===== config.mk =====
export PLATFORM = sky130hd
export DESIGN_NAME = dns_answer_address_extractor_top
export DESIGN_NICKNAME = d
export VERILOG_FILES = /design/src/design/dae_pkg.sv /design/src/design/dns_answer_address_extractor_top.sv /design/src/design/dae_in_stage.sv /design/src/design/dae_parser.sv /design/src/design/dae_out_stage.sv
export VERILOG_INCLUDE_DIRS = /design/src /design/src/design
export SDC_FILE = /design/constraint.sdc
export NUM_CORES = 1
export LEC_CHECK = 0
export BUFFER_PORTS_ARGS = -buffer_cell sky130_fd_sc_hd__buf_4
export CORE_MARGIN = 2
export CORE_UTILIZATION = 30
export CTS_CLUSTER_SIZE = 24
export DETAILED_ROUTE_END_ITERATION = 10
export HOLD_SLACK_MARGIN = 0.12
export PLACE_DENSITY = 0.42
export SLEW_MARGIN = 20
export SYNTH_ARGS = -nofsm -noshare
export SYNTH_HDL_FRONTEND = slang
export SYNTH_SLANG_ARGS = --single-unit

===== constraint.sdc =====
create_clock -name aclk -period 3.39 [get_ports aclk]
set_clock_uncertainty 0.2 [all_clocks]
set_input_delay 0.339 -clock aclk [delete_from_list [all_inputs] [get_ports aclk]]
set_output_delay 0.339 -clock aclk [all_outputs]
set_load 0.1 [all_outputs]

===== src/design/dns_answer_address_extractor_top_assert.svh =====
// Assertion macros for the DNS answer address extractor.
// Every check is clocked on aclk; the plain form is also gated off during reset.
`ifndef DNS_ANSWER_ADDRESS_EXTRACTOR_TOP_ASSERT_SVH
`define DNS_ANSWER_ADDRESS_EXTRACTOR_TOP_ASSERT_SVH

`ifndef ASSERT_OFF
`define DAE_ASSERT(lbl, prop, msg) \
    lbl: assert property (@(posedge aclk) disable iff (!aresetn) prop) else $error(msg);
`define DAE_ASSERT_ALWAYS(lbl, prop, msg) \
    lbl: assert property (@(posedge aclk) prop) else $error(msg);
`else
`define DAE_ASSERT(lbl, prop, msg)
`define DAE_ASSERT_ALWAYS(lbl, prop, msg)
`endif

`endif


===== src/design/dae_pkg.sv =====
package dae_pkg;

    localparam int unsigned BYTE_W    = 8;
    localparam int unsigned STATUS_W  = 3;
    localparam int unsigned IP_W      = 32;
    localparam int unsigned ID_W      = 16;
    localparam int unsigned M_TDATA_W = 40;

    localparam logic [ID_W-1:0] QUERY_ID_RESET = 16'h1234;

    // parse phases
    localparam logic [3:0] PH_HEADER = 4'd0;
    localparam logic [3:0] PH_QNAME  = 4'd1;
    localparam logic [3:0] PH_QPTR   = 4'd2;
    localparam logic [3:0] PH_QTAIL  = 4'd3;
    localparam logic [3:0] PH_ANAME  = 4'd4;
    localparam logic [3:0] PH_APTR   = 4'd5;
    localparam logic [3:0] PH_AFIXED = 4'd6;
    localparam logic [3:0] PH_RDATA  = 4'd7;
    localparam logic [3:0] PH_DONE   = 4'd8;
    localparam logic [3:0] PH_DRAIN  = 4'd9;

    // field offsets within phases
    localparam logic [3:0] OFS_ID_LO   = 4'd1;
    localparam logic [3:0] OFS_FLAG_LO = 4'd3;
    localparam logic [3:0] OFS_QD_LO   = 4'd5;
    localparam logic [3:0] OFS_AN_LO   = 4'd7;
    localparam logic [3:0] OFS_HDR_END = 4'd11;
    localparam logic [3:0] OFS_TYPE_LO = 4'd1;
    localparam logic [3:0] OFS_FIX_END = 4'd9;
    localparam logic [3:0] OFS_QT_END  = 4'd3;
    localparam logic [3:0] OFS_RD_END  = 4'd3;

    localparam logic [15:0] TYPE_A      = 16'd1;
    localparam logic [15:0] RDLEN_IPV4  = 16'd4;
    localparam logic [1:0]  PTR_TAG     = 2'b11;

    // result status codes
    localparam logic [STATUS_W-1:0] ST_OK       = 3'd0;
    localparam logic [STATUS_W-1:0] ST_SHORT    = 3'd1;
    localparam logic [STATUS_W-1:0] ST_ID       = 3'd2;
    localparam logic [STATUS_W-1:0] ST_NOTRESP  = 3'd3;
    localparam logic [STATUS_W-1:0] ST_NOANSWER = 3'd4;
    localparam logic [STATUS_W-1:0] ST_TRUNC    = 3'd5;
    localparam logic [STATUS_W-1:0] ST_NOTA     = 3'd6;

    typedef struct packed {
        logic [BYTE_W-1:0] rx_byte;
        logic              last_byte;
    } dae_item_t;

    typedef struct packed {
        logic [STATUS_W-1:0] status;
        logic [IP_W-1:0]     ip_address;
    } dae_result_t;

endpackage


===== src/design/dns_answer_address_extractor_top.sv =====
// DNS response parser: one payload byte per word, one status and IPv4 address word out per packet.
// Throughput: one byte per clock, with no gaps between packets; a last byte waits
// only while the result register holds a word the sink has not taken yet.
// Result path: the last byte waits in the input register; its result word is then
// loaded into the result register, whose valid flag drives m_tvalid.
// Reset: synchronous, active-low aresetn; query_id to 0x1234, parser to header phase.
`include "dns_answer_address_extractor_top_assert.svh"

module dns_answer_address_extractor_top (
    input  logic        aclk,
    input  logic        aresetn,
    // config: query_id
    input  logic        cfg_we,
    input  logic [15:0] cfg_wdata,
    // byte stream in
    input  logic        s_tvalid,
    output logic        s_tready,
    input  logic [7:0]  s_tdata,   // [7:0] rx_byte
    input  logic        s_tlast,   // last_byte
    // one result word per packet
    output logic        m_tvalid,
    input  logic        m_tready,
    output logic [39:0] m_tdata    // [2:0] status, [34:3] ip_address, [39:35] zero
);
    import dae_pkg::*;

    logic [ID_W-1:0] query_id_reg;
    dae_item_t       s_item;
    dae_item_t       item;
    logic            item_valid;
    logic            fire;
    logic            load;
    logic            space;
    dae_result_t     result;
    logic [3:0]      phase;

    // Transaction ID register; the user must write it only between packets (not enforced here).
    always_ff @(posedge aclk) begin
        if (!aresetn) begin
            query_id_reg <= QUERY_ID_RESET;
        end else if (cfg_we) begin
            query_id_reg <= cfg_wdata;
        end
    end

    assign s_item.rx_byte   = s_tdata;
    assign s_item.last_byte = s_tlast;

    // A mid-packet byte never waits; the last byte waits only for room in the
    // result register, which frees up in the same cycle the sink takes a word.
    assign fire = item_valid && (!item.last_byte || space);
    assign load = fire && item.last_byte;

    dae_in_stage u_in (
        .aclk       (aclk),
        .aresetn    (aresetn),
        .s_tvalid   (s_tvalid),
        .s_tready   (s_tready),
        .s_item     (s_item),
        .take       (fire),
        .item_valid (item_valid),
        .item       (item)
    );

    // Header checks, name skipping, answer fields and address assembly.
    dae_parser u_parser (
        .aclk     (aclk),
        .aresetn  (aresetn),
        .fire     (fire),
        .item     (item),
        .query_id (query_id_reg),
        .result   (result),
        .phase    (phase)
    );

    dae_out_stage u_out (
        .aclk     (aclk),
        .aresetn  (aresetn),
        .load     (load),
        .result   (result),
        .space    (space),
        .m_tvalid (m_tvalid),
        .m_tready (m_tready),
        .m_tdata  (m_tdata)
    );

    // A packet end always restarts the parser at the header.
    `DAE_ASSERT(a_last_restarts, load |=> phase == PH_HEADER, "parser not restarted after last byte")
    // Every packet end leaves a word waiting at the output.
    `DAE_ASSERT(a_result_follows, load |=> m_tvalid, "no result after last byte")
    // The address is only shown with a resolved status.
    `DAE_ASSERT(a_ip_only_resolved, m_tvalid && m_tdata[2:0] != ST_OK |-> m_tdata[34:3] == 32'd0, "address on failed result")
    // Nothing is consumed from an empty input register.
    `DAE_ASSERT_ALWAYS(a_fire_needs_item, fire |-> item_valid, "parse step without a word")
endmodule


===== src/design/dae_in_stage.sv =====
module dae_in_stage (
    input  logic                aclk,
    input  logic                aresetn,
    input  logic                s_tvalid,
    output logic                s_tready,
    input  dae_pkg::dae_item_t  s_item,
    input  logic                take,
    output logic                item_valid,
    output dae_pkg::dae_item_t  item
);
    import dae_pkg::*;

    logic      valid_reg;
    logic      valid_next;
    dae_item_t item_reg;

    assign s_tready   = !valid_reg || take;
    assign valid_next = (s_tvalid && s_tready) ? 1'b1 : (take ? 1'b0 : valid_reg);

    always_ff @(posedge aclk) begin
        if (!aresetn) begin
            valid_reg <= 1'b0;
        end else begin
            valid_reg <= valid_next;
        end
    end

    always_ff @(posedge aclk) begin
        if (s_tvalid && s_tready) begin
            item_reg <= s_item;
        end
    end

    assign item_valid = valid_reg;
    assign item       = item_reg;
endmodule


===== src/design/dae_parser.sv =====
module dae_parser (
    input  logic                 aclk,
    input  logic                 aresetn,
    input  logic                 fire,
    input  dae_pkg::dae_item_t   item,
    input  logic [15:0]          query_id,
    output dae_pkg::dae_result_t result,
    output logic [3:0]           phase
);
    import dae_pkg::*;

    logic [3:0]          phase_reg,   phase_next;
    logic [3:0]          offset_reg,  offset_next;
    logic [15:0]         hword_reg,   hword_next;
    logic [15:0]         qleft_reg,   qleft_next;
    logic [7:0]          lleft_reg,   lleft_next;
    logic [15:0]         atype_reg,   atype_next;
    logic [31:0]         addr_reg,    addr_next;
    logic [STATUS_W-1:0] outcome_reg, outcome_next;
    logic [15:0]         hw_shift;
    logic [STATUS_W-1:0] fail_code;
    logic [7:0]          b;

    assign b        = item.rx_byte;
    assign hw_shift = {hword_reg[7:0], b};

    always_comb begin
        phase_next   = phase_reg;
        offset_next  = offset_reg;
        hword_next   = hword_reg;
        qleft_next   = qleft_reg;
        lleft_next   = lleft_reg;
        atype_next   = atype_reg;
        addr_next    = addr_reg;
        outcome_next = outcome_reg;
        fail_code    = ST_OK;
        case (phase_reg)
            PH_HEADER: begin
                hword_next = hw_shift;
                if (offset_reg == OFS_ID_LO && hw_shift != query_id) begin
                    fail_code = ST_ID;
                end
                if (offset_reg == OFS_FLAG_LO && !hw_shift[15]) begin
                    fail_code = ST_NOTRESP;
                end
                if (offset_reg == OFS_QD_LO) begin
                    qleft_next = hw_shift;
                end
                if (offset_reg == OFS_AN_LO && hw_shift == 16'd0) begin
                    fail_code = ST_NOANSWER;
                end
                if (fail_code != ST_OK && outcome_reg == ST_OK) begin
                    outcome_next = fail_code;
                end
                if (offset_reg >= OFS_HDR_END) begin
                    if (outcome_next != ST_OK) begin
                        phase_next = PH_DRAIN;
                    end else begin
                        phase_next  = (qleft_reg == 16'd0) ? PH_ANAME : PH_QNAME;
                        offset_next = 4'd0;
                        lleft_next  = 8'd0;
                    end
                end else begin
                    offset_next = offset_reg + 4'd1;
                end
            end
            PH_QNAME, PH_ANAME: begin
                if (lleft_reg != 8'd0) begin
                    lleft_next = lleft_reg - 8'd1;
                end else if (b == 8'd0) begin
                    phase_next  = (phase_reg == PH_QNAME) ? PH_QTAIL : PH_AFIXED;
                    offset_next = 4'd0;
                end else if (b[7:6] == PTR_TAG) begin
                    phase_next = (phase_reg == PH_QNAME) ? PH_QPTR : PH_APTR;
                end else begin
                    lleft_next = b;
                end
            end
            PH_QPTR: begin
                phase_next  = PH_QTAIL;
                offset_next = 4'd0;
            end
            PH_APTR: begin
                phase_next  = PH_AFIXED;
                offset_next = 4'd0;
            end
            PH_QTAIL: begin
                if (offset_reg >= OFS_QT_END) begin
                    qleft_next  = qleft_reg - 16'd1;
                    phase_next  = (qleft_reg == 16'd1) ? PH_ANAME : PH_QNAME;
                    offset_next = 4'd0;
                    lleft_next  = 8'd0;
                end else begin
                    offset_next = offset_reg + 4'd1;
                end
            end
            PH_AFIXED: begin
                hword_next = hw_shift;
                if (offset_reg == OFS_TYPE_LO) begin
                    atype_next = hw_shift;
                end
                if (offset_reg >= OFS_FIX_END) begin
                    if (atype_reg == TYPE_A && hw_shift == RDLEN_IPV4) begin
                        phase_next  = PH_RDATA;
                        offset_next = 4'd0;
                        addr_next   = 32'd0;
                    end else begin
                        if (outcome_reg == ST_OK) begin
                            outcome_next = ST_NOTA;
                        end
                        phase_next = PH_DRAIN;
                    end
                end else begin
                    offset_next = offset_reg + 4'd1;
                end
            end
            PH_RDATA: begin
                addr_next = {addr_reg[23:0], b};
                if (offset_reg >= OFS_RD_END) begin
                    phase_next = PH_DONE;
                end else begin
                    offset_next = offset_reg + 4'd1;
                end
            end
            PH_DONE, PH_DRAIN: begin
            end
            default: begin
                phase_next = PH_DRAIN;
            end
        endcase
    end

    // status as seen after this word is consumed
    always_comb begin
        result.ip_address = '0;
        case (phase_next)
            PH_HEADER: result.status = ST_SHORT;
            PH_DONE: begin
                result.status     = ST_OK;
                result.ip_address = addr_next;
            end
            PH_DRAIN: result.status = outcome_next;
            default:  result.status = ST_TRUNC;
        endcase
    end

    always_ff @(posedge aclk) begin
        if (!aresetn || (fire && item.last_byte)) begin
            phase_reg   <= PH_HEADER;
            offset_reg  <= '0;
            hword_reg   <= '0;
            qleft_reg   <= '0;
            lleft_reg   <= '0;
            atype_reg   <= '0;
            addr_reg    <= '0;
            outcome_reg <= ST_OK;
        end else if (fire) begin
            phase_reg   <= phase_next;
            offset_reg  <= offset_next;
            hword_reg   <= hword_next;
            qleft_reg   <= qleft_next;
            lleft_reg   <= lleft_next;
            atype_reg   <= atype_next;
            addr_reg    <= addr_next;
            outcome_reg <= outcome_next;
        end
    end

    assign phase = phase_reg;
endmodule


===== src/design/dae_out_stage.sv =====
module dae_out_stage (
    input  logic                            aclk,
    input  logic                            aresetn,
    input  logic                            load,
    input  dae_pkg::dae_result_t            result,
    output logic                            space,
    output logic                            m_tvalid,
    input  logic                            m_tready,
    output logic [dae_pkg::M_TDATA_W-1:0]   m_tdata
);
    import dae_pkg::*;

    logic        valid_reg;
    logic        valid_next;
    dae_result_t result_reg;

    assign space      = !valid_reg || m_tready;
    assign valid_next = load ? 1'b1 : (m_tready ? 1'b0 : valid_reg);

    always_ff @(posedge aclk) begin
        if (!aresetn) begin
            valid_reg <= 1'b0;
        end else begin
            valid_reg <= valid_next;
        end
    end

    always_ff @(posedge aclk) begin
        if (load) begin
            result_reg <= result;
        end
    end

    assign m_tvalid = valid_reg;
    assign m_tdata  = {{(M_TDATA_W - IP_W - STATUS_W){1'b0}},
                       result_reg.ip_address, result_reg.status};
endmodule


==> impl_metrics.yaml, run 1 <==
status:
  outcome: "finished, final reports clean"
routing:
  drt-wirelength-per-cell_um: 17.6
  ant_nets: 0
  wirelength_um: 21300
  drc: 0
  viasPerCell: 5.17
  drt-pass1-iter-count: 5
  drtIter0Drc: 450
  vias: 6260
logic_synthesis:
  ys.flop_type: "dfxtp_1"
  synth-async-reset-ratio: 0
  synth_cell_types: 65
  syn_area_per_cell_sq_um: 9.23
  synthAdderAreaFrac: 0.0105
  synth_top_family_by_area: "compound AO/OA/AOI/OAI gates"
  synth_edf_count: 44
  synth_area_sq_mm: 0.00716
  synth-simple-area-share: 0.197
  ys_ff_latch: 153
  synthCells: 776
  seq_area_frac_synth: 0.489
  synth_compound_area_frac: 0.200
  synthMuxAreaShare: 0.0335
  synth_xor_xnor_area_share: 0.0208
  ys_warn_count: 0
die:
  start_util: 0.305
  rows: 56
  dieArea_sq_mm: 0.0251
  die_w_um: 159
  core_area_sq_mm: 0.0235
  die_h_um: 159
  ios: 72
timing:
  tightest_slew_ps: 1010
  finalMaxSlewViolations: 0
  hold_viol: 0
  setup_viol: 0
  fin_crit_ps: 3040
  rsz0062_at_grt: "no"
  timing.final.crit_share: 0.897
  fmax_mhz: 329
  finalSetupTns_ps: 0
  hold_ws_ps: 259
  relSlewSlack: 0.326
final_layout:
  nets: 914
  n_fill_cell: 2329
  mostFrequentLayoutCell: "dfxtp_1"
  area_delta_synth_final_pct: 27.7
  drive_above_1_share: 0.163
  antenna_cells: 0
  final_core_util: 0.390
  final_cell_mix: "dfxtp_1, buf_4, nor2_1"
  largest_register_ffs: 35
  final_cells: 1210
clock_network:
  cts_sinks: 153
  htreeDepth: 4
  clk_latency_ps: 430
  cts_max_path_buffers: 2
  cts-root-buf: "clkbuf_16"
  cts_tree: "done"
  post_cts_buffers: 0
  cts_inserted_buffers: 17
  clk_pin_slew_ps: 70
place:
  portBuffers: 66
  dp_cells: 1132
  place.gp.congestion: 0.844
  dp_hpwl_um: 14500
global_routing:
  grt_pass1_vias: 6156
  grt_pass1_wl_um: 33800
  gr-usage-all-layers: 0.177
  grt.overflow.total: 0
  grt_max_degree: 48
  grt_antenna_before_repair: 0
min_path:
  hold_path_class: "flip-flop to flip-flop"
  hold_start: "u_parser.atype_reg[9]"
critical_path:
  arrival_ps: 2990
  startpoint_type: "flip-flop"
  worstPathMaxFanout: 10
  critPathLaunch: "u_in.item[7]"
  crit_path_end_kind: "flip-flop"
  crit_type: "flip-flop to flip-flop"
  cp.required_ps: 3340
  rr_startpoint: "u_in.item[7]"
pwr:
  power_density_mw_per_mm2: 480
  ir_drop_mv: 0.302
  leakage_nw: 3.33
flow_run:
  cap_violations: 0
## cells in the mapped netlist (12+ instances only)
cell        n  area share
dfxtp_1   109        0.30
nor2_1     86       0.045
nand2_1    81       0.042
a21oi_1    55       0.038
edfxtp_1   44        0.18
a22o_1     37       0.045
clkbuf_1   35       0.018
a22oi_1    34       0.036
o21ai_0    32       0.022
buf_2      25       0.017
mux2i_1    24       0.034
nor3_1     21       0.015
xnor2_1    17       0.021
nor2b_1    13       0.011
inv_1      12      0.0063
## per-stage QoR
| step | setup WS, ps | instance area, sq um | total power, mW |
|---|---|---|---|
| after floorplan | 104 | 7180 | 2.23 |
| after global placement | 157 | 8050 | 2.34 |
| after detailed placement | 205 | 8050 | 2.34 |
| after CTS | 183 | 9140 | 4.45 |
| after global routing | 62.8 | 9140 | 4.56 |
| final | 348 | 9140 | 4.39 |
## cell families after synthesis
logic type,count (synthesis)
compound gates,212
xor+xnor,17
fa+ha+maj,6
buf+inv,78
flops,153
mux,24
other cells,1
simple gates,285
## critical path, stage by stage (launching register included)
cell and delay, ps:
edfxtp_1 770, xnor2_1 190, nand4_1 160, nor4_1 440
buf_4 190, nor3_1 50, a2111oi_0 660, nor3_1 100
## metal layers
metal,up-vias,GRT usage,share of wire
met1,3058,0.232,0.46
met5,-,0,0
met4,0,0.0618,0.011
met3,15,0.0324,0.045
met2,159,0.293,0.48
li1,3028,-,-
## repair_timing
item | 4_1_cts | 5_1_grt
resized for setup | 0 | 1
hold endpoints to repair | 27 | 0
setup endpoints to repair | 0 | 5
hold buffers | 46 | 0
## final timing paths
| path | endpoint | slack [ps] | cells past startpoint |
|---|---|---|---|
| max | u_out.m_tdata[1] | 350 | 7 |
| max reg2reg | u_out.m_tdata[1] | 350 | 7 |
| min | u_parser.atype_reg[9] | 260 | 2 |
| min reg2reg | u_parser.atype_reg[9] | 260 | 2 |
## report_power, final
part / leakage [nW] / switching, mW / total (mW) / internal (mW)
Clock: 0.306 / 0.859 / 2.05 / 1.19
Sequential: 1.31 / 0.0445 / 1.96 / 1.91
Combinational: 1.71 / 0.234 / 0.387 / 0.153
Total: 3.33 / 1.14 / 4.39 / 3.25
## area by class of cell
cell class / count / area (sq um) / area share
timing repair buffer: 145 / 1220 / 0.133
tap: 319 / 399 / 0.0437
inverter: 12 / 45.0 / 0.00493
sequential: 153 / 3500 / 0.383
clock buffer: 17 / 425 / 0.0465
clock inverter: 15 / 201 / 0.0220
multi-input combinational: 549 / 3350 / 0.367
(Power assumes the default switching activity.)
==> run 2: changes to the inputs <==
Settings changed: BUFFER_PORTS_ARGS -buffer_cell sky130_fd_sc_hd__buf_4 to unset, DONT_BUFFER_PORTS set to 1, PLACE_DENSITY 0.42 to 0.4.
==> impl_metrics.yaml, run 2 (synthesis results as in run 1) <==
status:
  outcome: "finished, final reports clean"
final_layout:
  n_fill_cell: 2395
  mostFrequentLayoutCell: "dfxtp_1"
  area_delta_synth_final_pct: 20.4
  register_area_sq_mm: 0.00350
  largest_register_ffs: 35
  antenna_cells: 0
  final_cell_mix: "dfxtp_1, nor2_1, nand2_1"
  nets: 850
  multiInputGateArea_sq_mm: 0.00335
  drive_above_1_share: 0.102
die:
  core_area_sq_mm: 0.0235
  die_h_um: 159
  rows: 56
  start_util: 0.305
  die_w_um: 159
  dieArea_sq_mm: 0.0251
  ios: 72
timing:
  timing.final.crit_share: 0.946
  fmax_mhz: 312
  finalSetupTns_ps: 0
  setup_viol: 0
  finalMaxSlewViolations: 0
  relSlewSlack: 0.362
  tightest_slew_ps: 960
  hold_viol: 0
  fin_crit_ps: 3210
  rsz0062_at_grt: "no"
place:
  place.gp.congestion: 0.885
  portBuffers: 0
  dp_hpwl_um: 14400
routing:
  drt-pass1-iter-count: 5
  wl_met3_um: 620
  vias: 5934
  wirelength_um: 20600
  ant_nets: 0
  wl_met2_um: 9730
  drt-wirelength-per-cell_um: 18.0
  viasPerCell: 5.18
  drtIter0Drc: 343
  top_layer: "met4"
  met1_length_um: 9970
  drc: 0
global_routing:
  grt.overflow.total: 0
  grt_max_degree: 48
  grt_pass1_wl_um: 32700
  grt_antenna_before_repair: 0
  gr-usage-all-layers: 0.171
  grt_pass1_vias: 5644
pwr:
  finalPower_mw: 4.24
  sw_frac_of_total: 0.270
  leakage_nw: 2.97
  clkPwrFrac: 0.456
  combPwrFrac: 0.070
  power_density_mw_per_mm2: 491
  p_int_mw: 3.09
  p_switching_mw: 1.14
  p_seq_frac: 0.475
  ir_drop_mv: 0.320
critical_path:
  crit_type: "flip-flop to flip-flop"
  worstPathMaxFanout: 10
  reg2reg_slack_ps: 180
  arrival_ps: 3190
  reg2reg_depth: 7
  startpoint_type: "flip-flop"
  crit_path_end_kind: "flip-flop"
  cp.required_ps: 3370
clock_network:
  cts_inserted_buffers: 17
  cts-root-buf: "clkbuf_16"
  post_cts_buffers: 0
  cts_hold_buf: 43
  htreeDepth: 4
  clk_pin_slew_ps: 70
  cts_max_path_buffers: 2
  cts_resized: 0
  cts_tree: "done"
  cts_sinks: 153
  clk_latency_ps: 440
min_path:
  hold_path_class: "input pin to flip-flop"
  holdPathStages: 3
flow_run:
  cap_violations: 0
## run 2: changes by cell type in the layout (fill, tap and decap cells not counted), moves of 2 or more
cell | previous run | this run
dlygate4sd3_1 | 46 | 43
buf_4 | 98 | 37
clkinv_8 | 0 | 2
bufinv_16 | 3 | 1
inv_6 | 6 | 4
## run 2: per-stage QoR
| stage | utilization | instances | instance area (sq um) | worst slack (ps) | hold slack (ps) |
|---|---|---|---|---|---|
| after detailed placement | 0.323 | 1071 | 7590 | 209 | 210 |
| after global placement | 0.323 | 1071 | 7590 | 139 | 207 |
| after floorplan | - | 780 | 7180 | 104 | 232 |
| after CTS | 0.367 | 1146 | 8620 | 192 | 200 |
| final | 0.367 | 1146 | 8620 | 183 | 208 |
| after global routing | 0.367 | 1146 | 8620 | 41.6 | 218 |
## run 2: layer usage
metal	track usage	vias up
li1	-	2903
met3	0.0324	21
met1	0.233	2866
met2	0.278	144
met5	0	-
met4	0.0429	0
## run 2: cell type report
cell class | instances | share of cell area
Sequential cell | 153 | 0.406
Clock inverter | 15 | 0.0203
Tap cell | 319 | 0.0463
Multi-Input combinational cell | 549 | 0.388
Timing Repair Buffer | 81 | 0.0844
Inverter | 12 | 0.00522
Clock buffer | 17 | 0.0493
## run 2: final timing paths
kind,start,endpoint
worst max-delay path,u_in.item[7],u_out.m_tdata[1]
worst min-delay path,aresetn,u_parser.hword_reg[3]
worst max register to register,u_in.item[7],u_out.m_tdata[1]
worst min register to register,u_parser.atype_reg[0],u_parser.atype_reg[0]
## run 2: critical path: stages, from the launching register on
cell and delay, ps:
edfxtp_1 640, nor2_1 190, nand4_1 240, nor4_1 720, nor2_1 90, a2111oi_0 600, buf_4 220, nor3_1 60
## run 2: power by group through the flow
stage / clock, mW / combinational, mW / sequential [mW]
global placement: 0 / 0.243 / 2.05
floorplan: 0 / 0.201 / 2.03
detailed placement: 0 / 0.246 / 2.05
CTS: 1.98 / 0.296 / 2.01
finish: 1.93 / 0.295 / 2.01
global route: 2.05 / 0.323 / 2.02
